===== src/rtl/scss_pkg.sv =====
// ============================================================================
// scss_pkg: shared types and constants of the COO submatrix select unit
// Holds the command and mode codes, the sizes and the control structs.
// ============================================================================
package scss_pkg;

    // Sizes
    localparam int LIST_DEPTH = 1024;
    localparam int LIST_AW    = 10;
    localparam int CNT_W      = 11;
    localparam int RUN_CAP    = 64;
    localparam int HIT_AW     = 6;
    localparam int CAP_W      = 7;
    localparam int PROD_W     = 22;
    localparam int IDX_W      = 16;
    localparam int VAL_W      = 64;
    localparam int PADDR_W    = 5;

    // Input command codes
    localparam logic [1:0] CMD_LOAD_ROW = 2'd0;
    localparam logic [1:0] CMD_LOAD_COL = 2'd1;
    localparam logic [1:0] CMD_NONZERO  = 2'd2;

    // Axis mode codes
    localparam logic [1:0] MODE_ALL  = 2'd0;
    localparam logic [1:0] MODE_ASC  = 2'd1;
    localparam logic [1:0] MODE_DESC = 2'd2;
    localparam logic [1:0] MODE_LIST = 2'd3;

    // Register indexes
    localparam logic [2:0] REG_ROW_MODE  = 3'd0;
    localparam logic [2:0] REG_COL_MODE  = 3'd1;
    localparam logic [2:0] REG_ROW_FIRST = 3'd2;
    localparam logic [2:0] REG_ROW_LAST  = 3'd3;
    localparam logic [2:0] REG_COL_FIRST = 3'd4;
    localparam logic [2:0] REG_COL_LAST  = 3'd5;
    localparam logic [2:0] REG_ROW_COUNT = 3'd6;
    localparam logic [2:0] REG_COL_COUNT = 3'd7;

    typedef struct packed {
        logic [1:0]       row_mode;
        logic [1:0]       col_mode;
        logic [IDX_W-1:0] row_first;
        logic [IDX_W-1:0] row_last;
        logic [IDX_W-1:0] col_first;
        logic [IDX_W-1:0] col_last;
        logic [CNT_W-1:0] row_count;
        logic [CNT_W-1:0] col_count;
    } cfg_t;

    // Commands from the controller to the datapath
    typedef struct packed {
        logic take;
        logic setup;
        logic scan;
        logic mul;
        logic emit_ld;
        logic emit_adv;
    } dp_cmd_t;

    // Status from the datapath to the controller
    typedef struct packed {
        logic nz_item;
        logic scan_done;
        logic total_zero;
        logic last_hit;
    } dp_sts_t;

endpackage


===== src/rtl/scss_csr.sv =====
// ============================================================================
// scss_csr: configuration registers
// APB-style write and read of the eight selection registers.
// ============================================================================
module scss_csr (
    input  logic                        clk,
    input  logic                        rst_n,
    input  logic                        psel,
    input  logic                        penable,
    input  logic                        pwrite,
    input  logic [scss_pkg::PADDR_W-1:0] paddr,
    input  logic [31:0]                 pwdata,
    output logic [31:0]                 prdata,
    output logic                        pready,
    output scss_pkg::cfg_t              cfg
);
    import scss_pkg::*;

    cfg_t       cfg_reg;
    cfg_t       cfg_next;
    logic [2:0] idx;
    logic       wr;

    assign idx    = paddr[PADDR_W-1:2];
    assign wr     = psel && penable && pwrite;
    assign pready = 1'b1;

    // Register write decode.
    always_comb
    begin
        cfg_next = cfg_reg;
        if (wr)
        begin
            unique case (idx)
                REG_ROW_MODE:  cfg_next.row_mode  = pwdata[1:0];
                REG_COL_MODE:  cfg_next.col_mode  = pwdata[1:0];
                REG_ROW_FIRST: cfg_next.row_first = pwdata[IDX_W-1:0];
                REG_ROW_LAST:  cfg_next.row_last  = pwdata[IDX_W-1:0];
                REG_COL_FIRST: cfg_next.col_first = pwdata[IDX_W-1:0];
                REG_COL_LAST:  cfg_next.col_last  = pwdata[IDX_W-1:0];
                REG_ROW_COUNT: cfg_next.row_count = pwdata[CNT_W-1:0];
                REG_COL_COUNT: cfg_next.col_count = pwdata[CNT_W-1:0];
                default:       cfg_next = cfg_reg;
            endcase
        end
    end

    always_ff @(posedge clk or negedge rst_n)
    begin
        if (!rst_n)
        begin
            cfg_reg <= '0;
        end
        else
        begin
            cfg_reg <= cfg_next;
        end
    end

    // Read decode.
    always_comb
    begin
        unique case (idx)
            REG_ROW_MODE:  prdata = {30'd0, cfg_reg.row_mode};
            REG_COL_MODE:  prdata = {30'd0, cfg_reg.col_mode};
            REG_ROW_FIRST: prdata = {16'd0, cfg_reg.row_first};
            REG_ROW_LAST:  prdata = {16'd0, cfg_reg.row_last};
            REG_COL_FIRST: prdata = {16'd0, cfg_reg.col_first};
            REG_COL_LAST:  prdata = {16'd0, cfg_reg.col_last};
            REG_ROW_COUNT: prdata = {21'd0, cfg_reg.row_count};
            REG_COL_COUNT: prdata = {21'd0, cfg_reg.col_count};
            default:       prdata = '0;
        endcase
    end

    assign cfg = cfg_reg;

endmodule


===== config.mk =====
export PLATFORM = sky130hd
export DESIGN_NAME = scss_csr
export DESIGN_NICKNAME = d
export VERILOG_FILES = /design/src/rtl/scss_pkg.sv /design/src/rtl/scss_csr.sv
export SDC_FILE = /design/constraint.sdc
export NUM_CORES = 1
export LEC_CHECK = 0
export BUFFER_PORTS_ARGS = -buffer_cell sky130_fd_sc_hd__buf_2
export CAP_MARGIN = 20
export CORE_MARGIN = 2
export CORE_UTILIZATION = 35
export DETAILED_ROUTE_END_ITERATION = 7
export GPL_TIMING_DRIVEN = 0
export HOLD_SLACK_MARGIN = 0.06
export SLEW_MARGIN = 25
export SYNTH_ARGS = -nofsm -noshare
export SYNTH_HDL_FRONTEND = slang
export SYNTH_SLANG_ARGS = --single-unit

===== constraint.sdc =====
create_clock -name clk -period 3 [get_ports clk]
set_clock_uncertainty 0.2 [all_clocks]
set_input_delay 0.6 -clock clk [delete_from_list [all_inputs] [get_ports clk]]
set_output_delay 0.6 -clock clk [all_outputs]
set_load 0.01 [all_outputs]

Yosys cells after proc, flatten, opt, wreduce, memory -nomap -nowiden
Cells that the tools add are included.

Eq/ne operators: 7. Multiplexer cells: 1. Reduce and logical (&&, ||, !) cells: 11.

Operators with widths (count): 32-bit case mux with 8 select lines (1); 2-bit AND reduction (8); 3-bit == test (second input constant) (4); 3-bit by 2-bit == test with 1-bit output (second input constant) (2); 3-bit by 1-bit == test with 1-bit output (second input constant) (1); 3-bit logical NOT (1); 1-bit logical AND (2).

Register bits: 90. Input bits: 42. Output and inout port bits: 123.

Depth between registers and ports, before layout
Depth after elaboration: 3. Depth in mapped cells: 6. Gate-level depth less buffers: 3.

Least setup slack after synthesis
No wires, ideal clock.

Path kind: in2out. Start: in paddr[3] (netlist bit). End: out prdata[0]. Arrival: 1535 ps. Data required time: 2200 ps. Setup slack: 665 ps. Stages on the path: 4. Path buffers: 2. Cell sequence: buf_6 > buf_2 > mux4_2 > mux2_2.

Longest elaborated chain between the ends: 2. Elaborated cells on any way between the ends: 9.

RTL lines: start: declaration (line scss_csr.sv:11) `input logic [scss_pkg::PADDR_W-1:0] paddr,`; 3-bit == test (tied with other cells) (line scss_csr.sv:63) `unique case (idx)`; 32-bit case mux with 8 select lines (*) (line scss_csr.sv:63); end: declaration (line scss_csr.sv:13) `output logic [31:0] prdata,`.

Mark *: on every way between the ends. The rest lies on a longest branch, timed or not. The select of a mux whose other input is x is not followed.

Worst setup path in the final report
Start: in paddr[3] (netlist bit). End: out prdata[4].

Same word-level chain as after synthesis.

==> results.tsv <==
stage	metric	value	unit
synth	synth_area_leader_cell	dfrtp_1	
timing	max_freq	352	MHz
detailed_routing	drc	0	
timing	slew_viol_final	0	
timing	slew_headroom	48.8	%
synth	yosysWarningCount	0	
worst_setup_path	cp.arrival	2.04	ns
cells_and_area	final_cell_mix	buf_2, dfrtp_1, mux2_2	
placement	io_buffers	127	
timing	period_minus_slack	2.84	ns
worst_setup_path	startpoint_type	input port	
run	max-cap-violations	0	
clocking	cts.sinks	90	
synth	ys_seq_elements	90	
floorplanning	core	0.0121	sq mm
detailed_routing	ant_nets	0	
worst_setup_path	cp_slowest_cell	clkbuf_1	
timing	worst_slew_pin_slew	0.768	ns
timing	hold_violations	0	
global_route	grtUsageTotal	17.5	%
clocking	post-cts-setup-buffers	0	
floorplanning	start_util	36.0	%
clocking	cts_buffers	9	
cells_and_area	finalNetCount	498	
floorplanning	num_rows	40	
synth	syn_area	0.00436	sq mm
global_route	grt_pass1_wl	17400	um
synth	avgSynthCellArea	14.5	sq um
outcome	status	complete, no violations	
clocking	cts-root-buf	clkbuf_16	
worst_setup_path	critical_path_required	2.20	ns
min_path	hold_class	input port to flip-flop	
synth	ys_types	28	
floorplanning	die_x	116	um
detailed_routing	vias_per_cell	4.76	
floorplanning	die-area	0.0134	sq mm
worst_setup_path	worstSetupPathType	input port to primary output	
floorplanning	pin_count	165	
detailed_routing	wl_per_cell	18.3	um
synth	syn_inst	301	
detailed_routing	drt-initial-drc-count	88	
timing	setup_viol	0	
worst_setup_path	slowest_delay	0.60	ns
detailed_routing	vias	2992	
synth	ys_seq_area_share	51.6	%
worst_setup_path	crit_chain	buf_6, clkbuf_1, nand2b_1, o21ai_0, buf_2	
cells_and_area	drive_gt1_share	60.5	%
placement	post-dp-hpwl	8060	um
cells_and_area	diodes	0	
synth	synth.top_cells.by_area	dfrtp_1, mux2_2, mux2i_1, buf_4, mux4_2	
worst_setup_path	endpoint_kind	primary output	
global_route	grt_max_degree	49	
timing	rsz0062_at_grt	false	
cells_and_area	nFillCells	1140	
cells_and_area	final_common_cell	buf_2	
timing	fin_crit_sh	94.7	%
synth	synth_top_area_share	51.6	%
detailed_routing	wirelength	11500	um
global_route	grt_pass1_vias	2993	
clocking	clkTransAtPathRegs	0.06	ns
pwr	p_total	3.63	mW
clocking	clockBufferDepth	2	
global_route	gr-total-overflow	0	
worst_setup_path	crit_buf_inv	3	
floorplanning	die_h	116	um
clocking	cts_tree	done	
global_route	grt_antenna_before_repair	0	
pwr	cellLeakagePower	2.85	nW
timing	setup-tns-final	0	ns
pwr	power_density	650	mW/mm^2
worst_setup_path	path_delay_family	buffers and inverters	
pwr	peakVddDrop	0.000284	V
cells_and_area	syn_to_final_growth	27.8	%
detailed_routing	firstDrtPassIters	4	
clocking	htree_levels	3	
cells_and_area	largest_reg_flops	90	
placement	place.gp.congestion	0.743	
clocking	insertion_delay	0.34	ns
worst_setup_path	critPathMaxFanout	10	
==> cell type report <==
cell class	count	area, sq um	area share [%]
Buffer	33	260	4.67
Clock buffer	10	229	4.10
Clock inverter	6	40.0	0.718
Multi-Input combinational cell	193	1910	34.2
Sequential cell	90	2250	40.4
Tap cell	168	210	3.77
Timing Repair Buffer	129	679	12.2
==> path summary, 6_finish.rpt <==
| kind | start | cells past startpoint | endpoint | slack [ns] |
|---|---|---|---|---|
| setup / recovery | paddr[3] | 5 | prdata[4] | 0.16 |
| hold / removal | pwdata[13] | 2 | cfg[35] | 0.32 |
| setup reg to reg | cfg[35] | 1 | cfg[35] | 2.00 |
| hold reg to reg | cfg[28] | 1 | cfg[28] | 0.33 |
| max in group asynchronous | rst_n | 3 | cfg[74] | 1.48 |
| min in group asynchronous | rst_n | 2 | cfg[9] | 0.53 |
==> synth_stat cells <==
library cell	instances
mux2_2	89
conb_1	2
nand3_1	3
a22o_1	3
mux4_2	5
or3_4	1
mux2i_1	32
buf_2	1
nor3_4	1
nand4b_4	1
dfrtp_1	90
nand2b_1	2
nand4_4	1
nand2_1	1
o21ai_0	12
nor2_1	3
nor2_4	2
buf_6	7
o22a_1	5
nor2_2	1
mux2_4	2
clkbuf_1	3
nand2_4	1
o22ai_1	5
nand3b_1	3
nand2b_4	2
mux2_1	1
buf_4	22
==> per-layer routing <==
| metal | vias to the layer above | global-route usage [%] | part of all wire, % |
|---|---|---|---|
| met5 | - | 0 | 0 |
| met4 | 0 | 6.03 | 1.6 |
| met3 | 12 | 4.92 | 6.5 |
| met2 | 116 | 27.6 | 46 |
| met1 | 1483 | 23.4 | 46 |
| li1 | 1381 | - | - |
==> power by group <==
part           internal, mW  total (mW)  switching [mW]
clock network         0.563        1.05           0.482
registers              1.45        1.63           0.180
logic                 0.492       0.949           0.457
==> per-stage QoR <==
| stage | std cells | hold WS (ns) | area, sq um | setup WS (ns) | util, % |
|---|---|---|---|---|---|
| 2_1_floorplan | 316 | 0.104 | 4420 | 0.665 | - |
| 3_3_place_gp | 611 | 0.307 | 5270 | 0.101 | 43.5 |
| 3_5_place_dp | 612 | 0.313 | 5300 | 0.145 | 43.8 |
| 4_1_cts | 629 | 0.316 | 5580 | 0.137 | 46.1 |
| 5_1_grt | 629 | 0.334 | 5580 | 0.0891 | 46.1 |
| 6_report | 629 | 0.322 | 5580 | 0.158 | 46.1 |
==> repair_timing <==
item	CTS	global route
gates resized for setup	0	0
endpoints found under the hold margin	42	0
hold buffers	1	0
==> cell families (layout without fill, tap and decap cells) <==
logic type,Yosys count,after routing,share of synthesized area [%]
multiplexers,129,129,33.8
buffers and inverters,33,178,5.97
flip-flops,90,90,51.6
AND/OR/NAND/NOR,22,22,4.70
other,2,17,0.172
AO/OA/AOI/OAI,25,25,3.70
(Power assumes the default switching activity.)
