File: config.mk
export PLATFORM = sky130hd
export DESIGN_NAME = scss_ctrl
export DESIGN_NICKNAME = d
export VERILOG_FILES = /design/src/rtl/scss_pkg.sv /design/src/rtl/scss_ctrl.sv
export SDC_FILE = /design/constraint.sdc
export NUM_CORES = 1
export LEC_CHECK = 0
export ABC_CLOCK_PERIOD_IN_PS = 1700
export BUFFER_PORTS_ARGS = -buffer_cell sky130_fd_sc_hd__buf_4
export CAP_MARGIN = 5
export CORE_AREA = 2 2 39 41
export DETAILED_ROUTE_END_ITERATION = 8
export DIE_AREA = 0 0 41 43
export HOLD_SLACK_MARGIN = 0.1
export SYNTH_ARGS = -nofsm -noshare
export SYNTH_HDL_FRONTEND = slang
export SYNTH_SLANG_ARGS = --single-unit
File: constraint.sdc
create_clock -name clk -period 1.7 [get_ports clk]
set_input_delay 0.17 -clock clk [delete_from_list [all_inputs] [get_ports clk]]
set_output_delay 0.17 -clock clk [all_outputs]
set_load 0.01 [all_outputs]
File: src/rtl/scss_pkg.sv
// ============================================================================
// scss_pkg: shared types and constants of the COO submatrix select unit
// Holds the command and mode codes, the sizes and the control structs.
// ============================================================================
package scss_pkg;

    // Sizes
    localparam int LIST_DEPTH = 1024;
    localparam int LIST_AW    = 10;
    localparam int CNT_W      = 11;
    localparam int RUN_CAP    = 64;
    localparam int HIT_AW     = 6;
    localparam int CAP_W      = 7;
    localparam int PROD_W     = 22;
    localparam int IDX_W      = 16;
    localparam int VAL_W      = 64;
    localparam int PADDR_W    = 5;

    // Input command codes
    localparam logic [1:0] CMD_LOAD_ROW = 2'd0;
    localparam logic [1:0] CMD_LOAD_COL = 2'd1;
    localparam logic [1:0] CMD_NONZERO  = 2'd2;

    // Axis mode codes
    localparam logic [1:0] MODE_ALL  = 2'd0;
    localparam logic [1:0] MODE_ASC  = 2'd1;
    localparam logic [1:0] MODE_DESC = 2'd2;
    localparam logic [1:0] MODE_LIST = 2'd3;

    // Register indexes
    localparam logic [2:0] REG_ROW_MODE  = 3'd0;
    localparam logic [2:0] REG_COL_MODE  = 3'd1;
    localparam logic [2:0] REG_ROW_FIRST = 3'd2;
    localparam logic [2:0] REG_ROW_LAST  = 3'd3;
    localparam logic [2:0] REG_COL_FIRST = 3'd4;
    localparam logic [2:0] REG_COL_LAST  = 3'd5;
    localparam logic [2:0] REG_ROW_COUNT = 3'd6;
    localparam logic [2:0] REG_COL_COUNT = 3'd7;

    typedef struct packed {
        logic [1:0]       row_mode;
        logic [1:0]       col_mode;
        logic [IDX_W-1:0] row_first;
        logic [IDX_W-1:0] row_last;
        logic [IDX_W-1:0] col_first;
        logic [IDX_W-1:0] col_last;
        logic [CNT_W-1:0] row_count;
        logic [CNT_W-1:0] col_count;
    } cfg_t;

    // Commands from the controller to the datapath
    typedef struct packed {
        logic take;
        logic setup;
        logic scan;
        logic mul;
        logic emit_ld;
        logic emit_adv;
    } dp_cmd_t;

    // Status from the datapath to the controller
    typedef struct packed {
        logic nz_item;
        logic scan_done;
        logic total_zero;
        logic last_hit;
    } dp_sts_t;

endpackage

File: src/rtl/scss_ctrl.sv
// ============================================================================
// scss_ctrl: controller of the COO submatrix select unit
// Sequences item intake, list scan, run sizing and result emission.
// ============================================================================
module scss_ctrl (
    input  logic                 clk,
    input  logic                 rst_n,
    input  logic                 in_valid,
    output logic                 in_stall,
    output logic                 out_valid,
    input  logic                 out_stall,
    output scss_pkg::dp_cmd_t    cmd,
    input  scss_pkg::dp_sts_t    sts
);
    import scss_pkg::*;

    typedef enum logic [2:0] {
        ST_IDLE,
        ST_SETUP,
        ST_SCAN,
        ST_MUL,
        ST_CHECK,
        ST_RD,
        ST_LD,
        ST_HOLD
    } state_t;

    state_t state_reg, state_next;
    logic   out_valid_reg, out_valid_next;

    // Next state.
    always_comb
    begin
        state_next     = state_reg;
        out_valid_next = out_valid_reg;
        unique case (state_reg)
            ST_IDLE:
            begin
                if (in_valid && sts.nz_item)
                begin
                    state_next = ST_SETUP;
                end
            end
            ST_SETUP: state_next = ST_SCAN;
            ST_SCAN:
            begin
                if (sts.scan_done)
                begin
                    state_next = ST_MUL;
                end
            end
            ST_MUL:   state_next = ST_CHECK;
            ST_CHECK: state_next = sts.total_zero ? ST_IDLE : ST_RD;
            ST_RD:    state_next = ST_LD;
            ST_LD:
            begin
                state_next     = ST_HOLD;
                out_valid_next = 1'b1;
            end
            ST_HOLD:
            begin
                if (!out_stall)
                begin
                    out_valid_next = 1'b0;
                    state_next     = sts.last_hit ? ST_IDLE : ST_RD;
                end
            end
            default:  state_next = ST_IDLE;
        endcase
    end

    // State and registered outputs.
    always_ff @(posedge clk or negedge rst_n)
    begin
        if (!rst_n)
        begin
            state_reg     <= ST_IDLE;
            out_valid_reg <= 1'b0;
        end
        else
        begin
            state_reg     <= state_next;
            out_valid_reg <= out_valid_next;
        end
    end

    // Datapath commands.
    always_comb
    begin
        cmd          = '0;
        cmd.take     = in_valid && (state_reg == ST_IDLE);
        cmd.setup    = (state_reg == ST_SETUP);
        cmd.scan     = (state_reg == ST_SCAN);
        cmd.mul      = (state_reg == ST_MUL);
        cmd.emit_ld  = (state_reg == ST_LD);
        cmd.emit_adv = (state_reg == ST_HOLD) && !out_stall && !sts.last_hit;
    end

    assign in_stall  = (state_reg != ST_IDLE);
    assign out_valid = out_valid_reg;

endmodule

# After elaboration in Yosys (flattened, before gate mapping)
# Cells that the tools add are included.
# Widths: inputs -> output; s select.
dict set report op_classes {
  bitwise_logic 0
  order_cmp 0
  mul 0
  muxes 8
  addsub 0
  n_div 0
  eq_ne 10
  shifts 0
  reduce_logical 11
}
# cell count
set ops {}
lappend ops {{$pmux 3 s8} 1}
lappend ops {{$mux 3} 5}
lappend ops {{$eq 3x3->1 const B} 4}
lappend ops {{$eq 3x2->1 const B} 2}
lappend ops {{$logic_and 1x1->1} 4}
lappend ops {{$ne 2x2->1 const B} 2}
lappend ops {{$eq 3x1->1 const B} 1}
lappend ops {{$logic_not 3->1} 1}
lappend ops {{$reduce_and 3->1} 1}
lappend ops {{$reduce_bool 3->1} 1}
lappend ops {{$logic_not 1->1} 2}
lappend ops {{$ne 2x1->1 const B} 1}
lappend ops {{$pmux 1 s2} 1}
lappend ops {{$reduce_and 2->1} 1}
lappend ops {{$reduce_bool 2->1} 1}
lappend ops {{$mux 1} 1}
dict set report totals {
  memories 0
  mem_bits_rw 0
  ff_bits 4
  romBits 0
  latch_bits 0
  in_bits 8
  output_inout_bits 8
}

# Logic depth before layout (Yosys ltp)
dict set report logic_depth {
  ltp_word 3
  mapped_depth 4
}

# Worst setup path before layout
# No wires, ideal clock.
dict set report synth_timing {
  path_type {register -> output}
  from {register state_reg[2]}
  to {output port cmd[5] (netlist name)}
  path_stages_with_launch 4
  n_path_buf 1
  setup_slack_ps 526
  arrival_time_ps 1004
  cell_sequence {dfrtp_1 > buf_6 > or3_4 > nor2_1}
}
# item line_no
set synth_lines {}
lappend synth_lines {{start, declared} scss_ctrl.sv:28} ;# state_t state_reg, state_next;
lappend synth_lines {{start signal, assigned} scss_ctrl.sv:82} ;# state_reg <= state_next;
lappend synth_lines {{end, declared} scss_ctrl.sv:12} ;# output scss_pkg::dp_cmd_t cmd,

==> run summary <==
The flow ran to the end, and the final reports show no timing, DRC or antenna violations. The CTS sink count is 4. The worst register-to-register path begins at state_reg[1]. Dividing the detail-routed via count by the number of cells gives 4.37.

Headroom to the max-slew limit came out at 72.9%. The worst hold path was traced through 3 stages. The H-tree depth reported by CTS was 1; the final-report max-slew violation count was 0. The tools report the maximum number of buffers from clock root to sink as 2. The tools report the post-synthesis cell type count as 20. The tools report the total routing usage reported by global routing as 8.48%. Once detail routing completed, the nets flagged for antenna violations numbered 0. The tools report the number of setup buffers added after CTS as 0. The summed instance area of the synthesized netlist came out at 309 sq um. The synthesized design spends more area on one cell type than any other, namely sky130_fd_sc_hd__dfrtp_1.

The worst-case clock skew was 0.000925 ns; the total count of hold-check failures in the final report was 0. The slowest stage of the critical path is the sky130_fd_sc_hd__dfrtp_1 cell. Area share of the leading cell type in the synthesized netlist: 32.4%. The worst setup path is launched from a register. The worst reg-to-reg path cell count was 3.

In this run the worst path has a maximum fanout of 14. The count of endpoints failing setup in the final report came out at 0. Before antenna repair, the detailed router went through 4 iterations. The cell area after layout is 444 sq um, and the number of DRC violations after detailed-routing iteration 0 is 8.

For the worst-skew pair, the clock arrives at the later sink with an insertion delay of 0.23 ns. A synthesized cell averages 8.58 sq um. For the worst setup path, the data required time is 1.53 ns. The number of flip-flops in the largest register works out to 3. The startpoint identified for the worst hold timing path is out_stall. Endpoint with the worst hold slack: out_valid.

The achievable frequency came out at 0.643 GHz. Total negative slack for setup checks: 0 ns. In the synthesized netlist, the number of instances is 36. The library cells used most frequently in the layout, excluding fill and tap cells, are 15 x sky130_fd_sc_hd__buf_4, 5 x sky130_fd_sc_hd__nor2_1, 4 x sky130_fd_sc_hd__dfrtp_1. After detailed placement, the total cell area comes to 412 sq um. The antenna cell count is 0. For the total via count after detailed routing, the log shows 297.

The share of layout cells above drive strength 1 is 40.4%, and the data arrival time of the worst path is 1.38 ns. The worst hold-check path type is input pin to register. The total power draw was 0.000667 W; the layout-stage area growth over the synthesis result was 43.7%. End of the worst register-to-register path: state_reg[2]. The tools report the number of antenna violations at the first check in global routing as 0.

The most frequent standard cell in the layout excluding fill and tap cells was sky130_fd_sc_hd__buf_4. The die covers 1760 sq um. The number of nets handed over by synthesis was 44.

The worst setup path is captured at an output port. For the pin count of the biggest net entering global routing, the log shows 15. The global-route wire length before repair came out at 986 um. Sorting the synthesized cells by area gives the leading types as sky130_fd_sc_hd__dfrtp_1 32%, sky130_fd_sc_hd__buf_6 7.3%, sky130_fd_sc_hd__nor2_1 6.1%. Across the VDD grid, the largest voltage drop is 383 uV. The run gives 0 as the number of gates given a new drive strength after cts. Max-cap violations in this run came to 0. Setup repair after global routing left no endpoint under its margin. Counting flops and latches in the post-synthesis netlist gives 4. For this design the static power due to leakage is 0.211 nW. The synthesis warning total came out at 0. The core region is 1380 sq um.

On the worst path, the slowest cell contributes a delay of 0.50 ns. The top-level I/O count was 16. The layout has 155 filler cells. Dividing the detail-routed wire length by the instance count gives 9.69 um. The ratio of total power to cell area is 1500 nW/um^2. The tools report the effective utilization at floorplan as 22.3%.

The clock transition at the register clock pins on the worst setup and hold paths after CTS is 0.04 ns, and the transition at the pin with the smallest max-transition slack is 0.407 ns. Measured along the y axis, the die boundary spans 43 um. The number of clock buffers added by TritonCTS is 3. The die extent in x works out to 41 um. TritonCTS built the clock tree.

For this run, design rule violations remaining after detail routing come to 0. At the end of routability-driven placement, the weighted congestion stood at 0.767. Walking the worst path, the cells encountered are or3_4 -> nor2_1 -> buf_4.

The minimum period implied by the final worst setup slack works out to 1.55 ns. Global routing finished with a remaining overflow of 0. The clock root buffer was sky130_fd_sc_hd__clkbuf_4. The run gives 32.4% as the proportion of synthesized chip area in sequential cells. The setup slack of the most critical reg-to-reg path was 0.52 ns. For the number of global-route vias before repair, the log shows 252.

Critical setup path kind: register to output port. The routed design has 659 um of wire. The floorplan has 14 rows. The net total in the final layout is 62. Input and output buffers added on the ports amount to 15.

The worst path uses 91.4% of the clock period.
-- synth_stat cells --
library cell	number
sky130_fd_sc_hd__a31oi_1	1
sky130_fd_sc_hd__or3_4	1
sky130_fd_sc_hd__nand2_1	3
sky130_fd_sc_hd__nand2_2	1
sky130_fd_sc_hd__inv_1	2
sky130_fd_sc_hd__nor2_1	5
sky130_fd_sc_hd__and2_1	1
sky130_fd_sc_hd__o2bb2ai_1	1
sky130_fd_sc_hd__buf_4	1
sky130_fd_sc_hd__a22o_1	2
sky130_fd_sc_hd__and3b_1	1
sky130_fd_sc_hd__a21oi_1	2
sky130_fd_sc_hd__nor4b_2	1
sky130_fd_sc_hd__nand2b_1	1
sky130_fd_sc_hd__nor3b_1	2
sky130_fd_sc_hd__nor2b_1	1
sky130_fd_sc_hd__a41oi_1	1
sky130_fd_sc_hd__buf_6	2
sky130_fd_sc_hd__dfrtp_1	4
sky130_fd_sc_hd__o21ai_0	3
-- through the flow --
step           setup WS [ns]  hold WS (ns)  cells  utilization (%)
2_1_floorplan          0.526        -0.126     36                -
3_3_place_gp           0.402       -0.0331     64             29.7
3_5_place_dp           0.384       -0.0330     64             29.7
4_1_cts                0.131         0.222     68             32.1
5_1_grt               0.0560         0.244     68             32.1
6_report               0.146         0.232     68             32.1
-- cells by family (layout without fill, tap and decap cells) --
kind of cell	Yosys count	after routing	synth area share (%)
and+or+nand+nor	17	17	34.0
AOI/OAI and AO/OA	10	10	21.5
buffers and inverters	5	21	12.1
DFF	4	4	32.4
-- per-layer routing --
layer / wire length [um] / global-route usage [%] / vias to the layer above
met2: 301 / 11.3 / 10
met1: 312 / 11.8 / 130
met5: 0 / 0 / -
met3: 44 / 3.14 / 0
li1: - / - / 157
met4: 0 / 4.00 / 0
-- report_power, final --
group	internal, W	switching (W)
Sequential	0.000142	0.000113
Clock	0.0000787	0.0000345
Combinational	0.000172	0.000127
-- how the worst max path moves through the flow --
stage	to	slack, ns	start	depth (start not counted)
after floorplan	cmd[5]	0.53	state_reg[2]	3
after global placement	cmd[5]	0.40	state_reg[0]	3
after detailed placement	cmd[5]	0.38	state_reg[0]	3
after CTS	cmd[5]	0.13	state_reg[0]	3
after global routing	cmd[5]	0.06	state_reg[0]	3
final	cmd[5]	0.15	state_reg[0]	3
-- worst max-delay path, delay by kind of cell, from the launching register on --
family	cells	cell delay, ns
simple gates	2	0.53
buf+inv	1	0.12
flops	1	0.50
-- repair_timing --
action,CTS,global route
hold buffers,1,0
endpoints found under the setup margin,0,0
hold endpoints to repair,4,0
-- final cells by class --
class,count,area (sq um),area share [%]
Clock buffer,3,22.5,5.07
Inverter,2,7.51,1.69
Multi-Input combinational cell,27,171,38.6
Sequential cell,4,100,22.5
Tap cell,16,20.0,4.51
Timing Repair Buffer,16,123,27.6
Power figures use the tool's default switching activity.
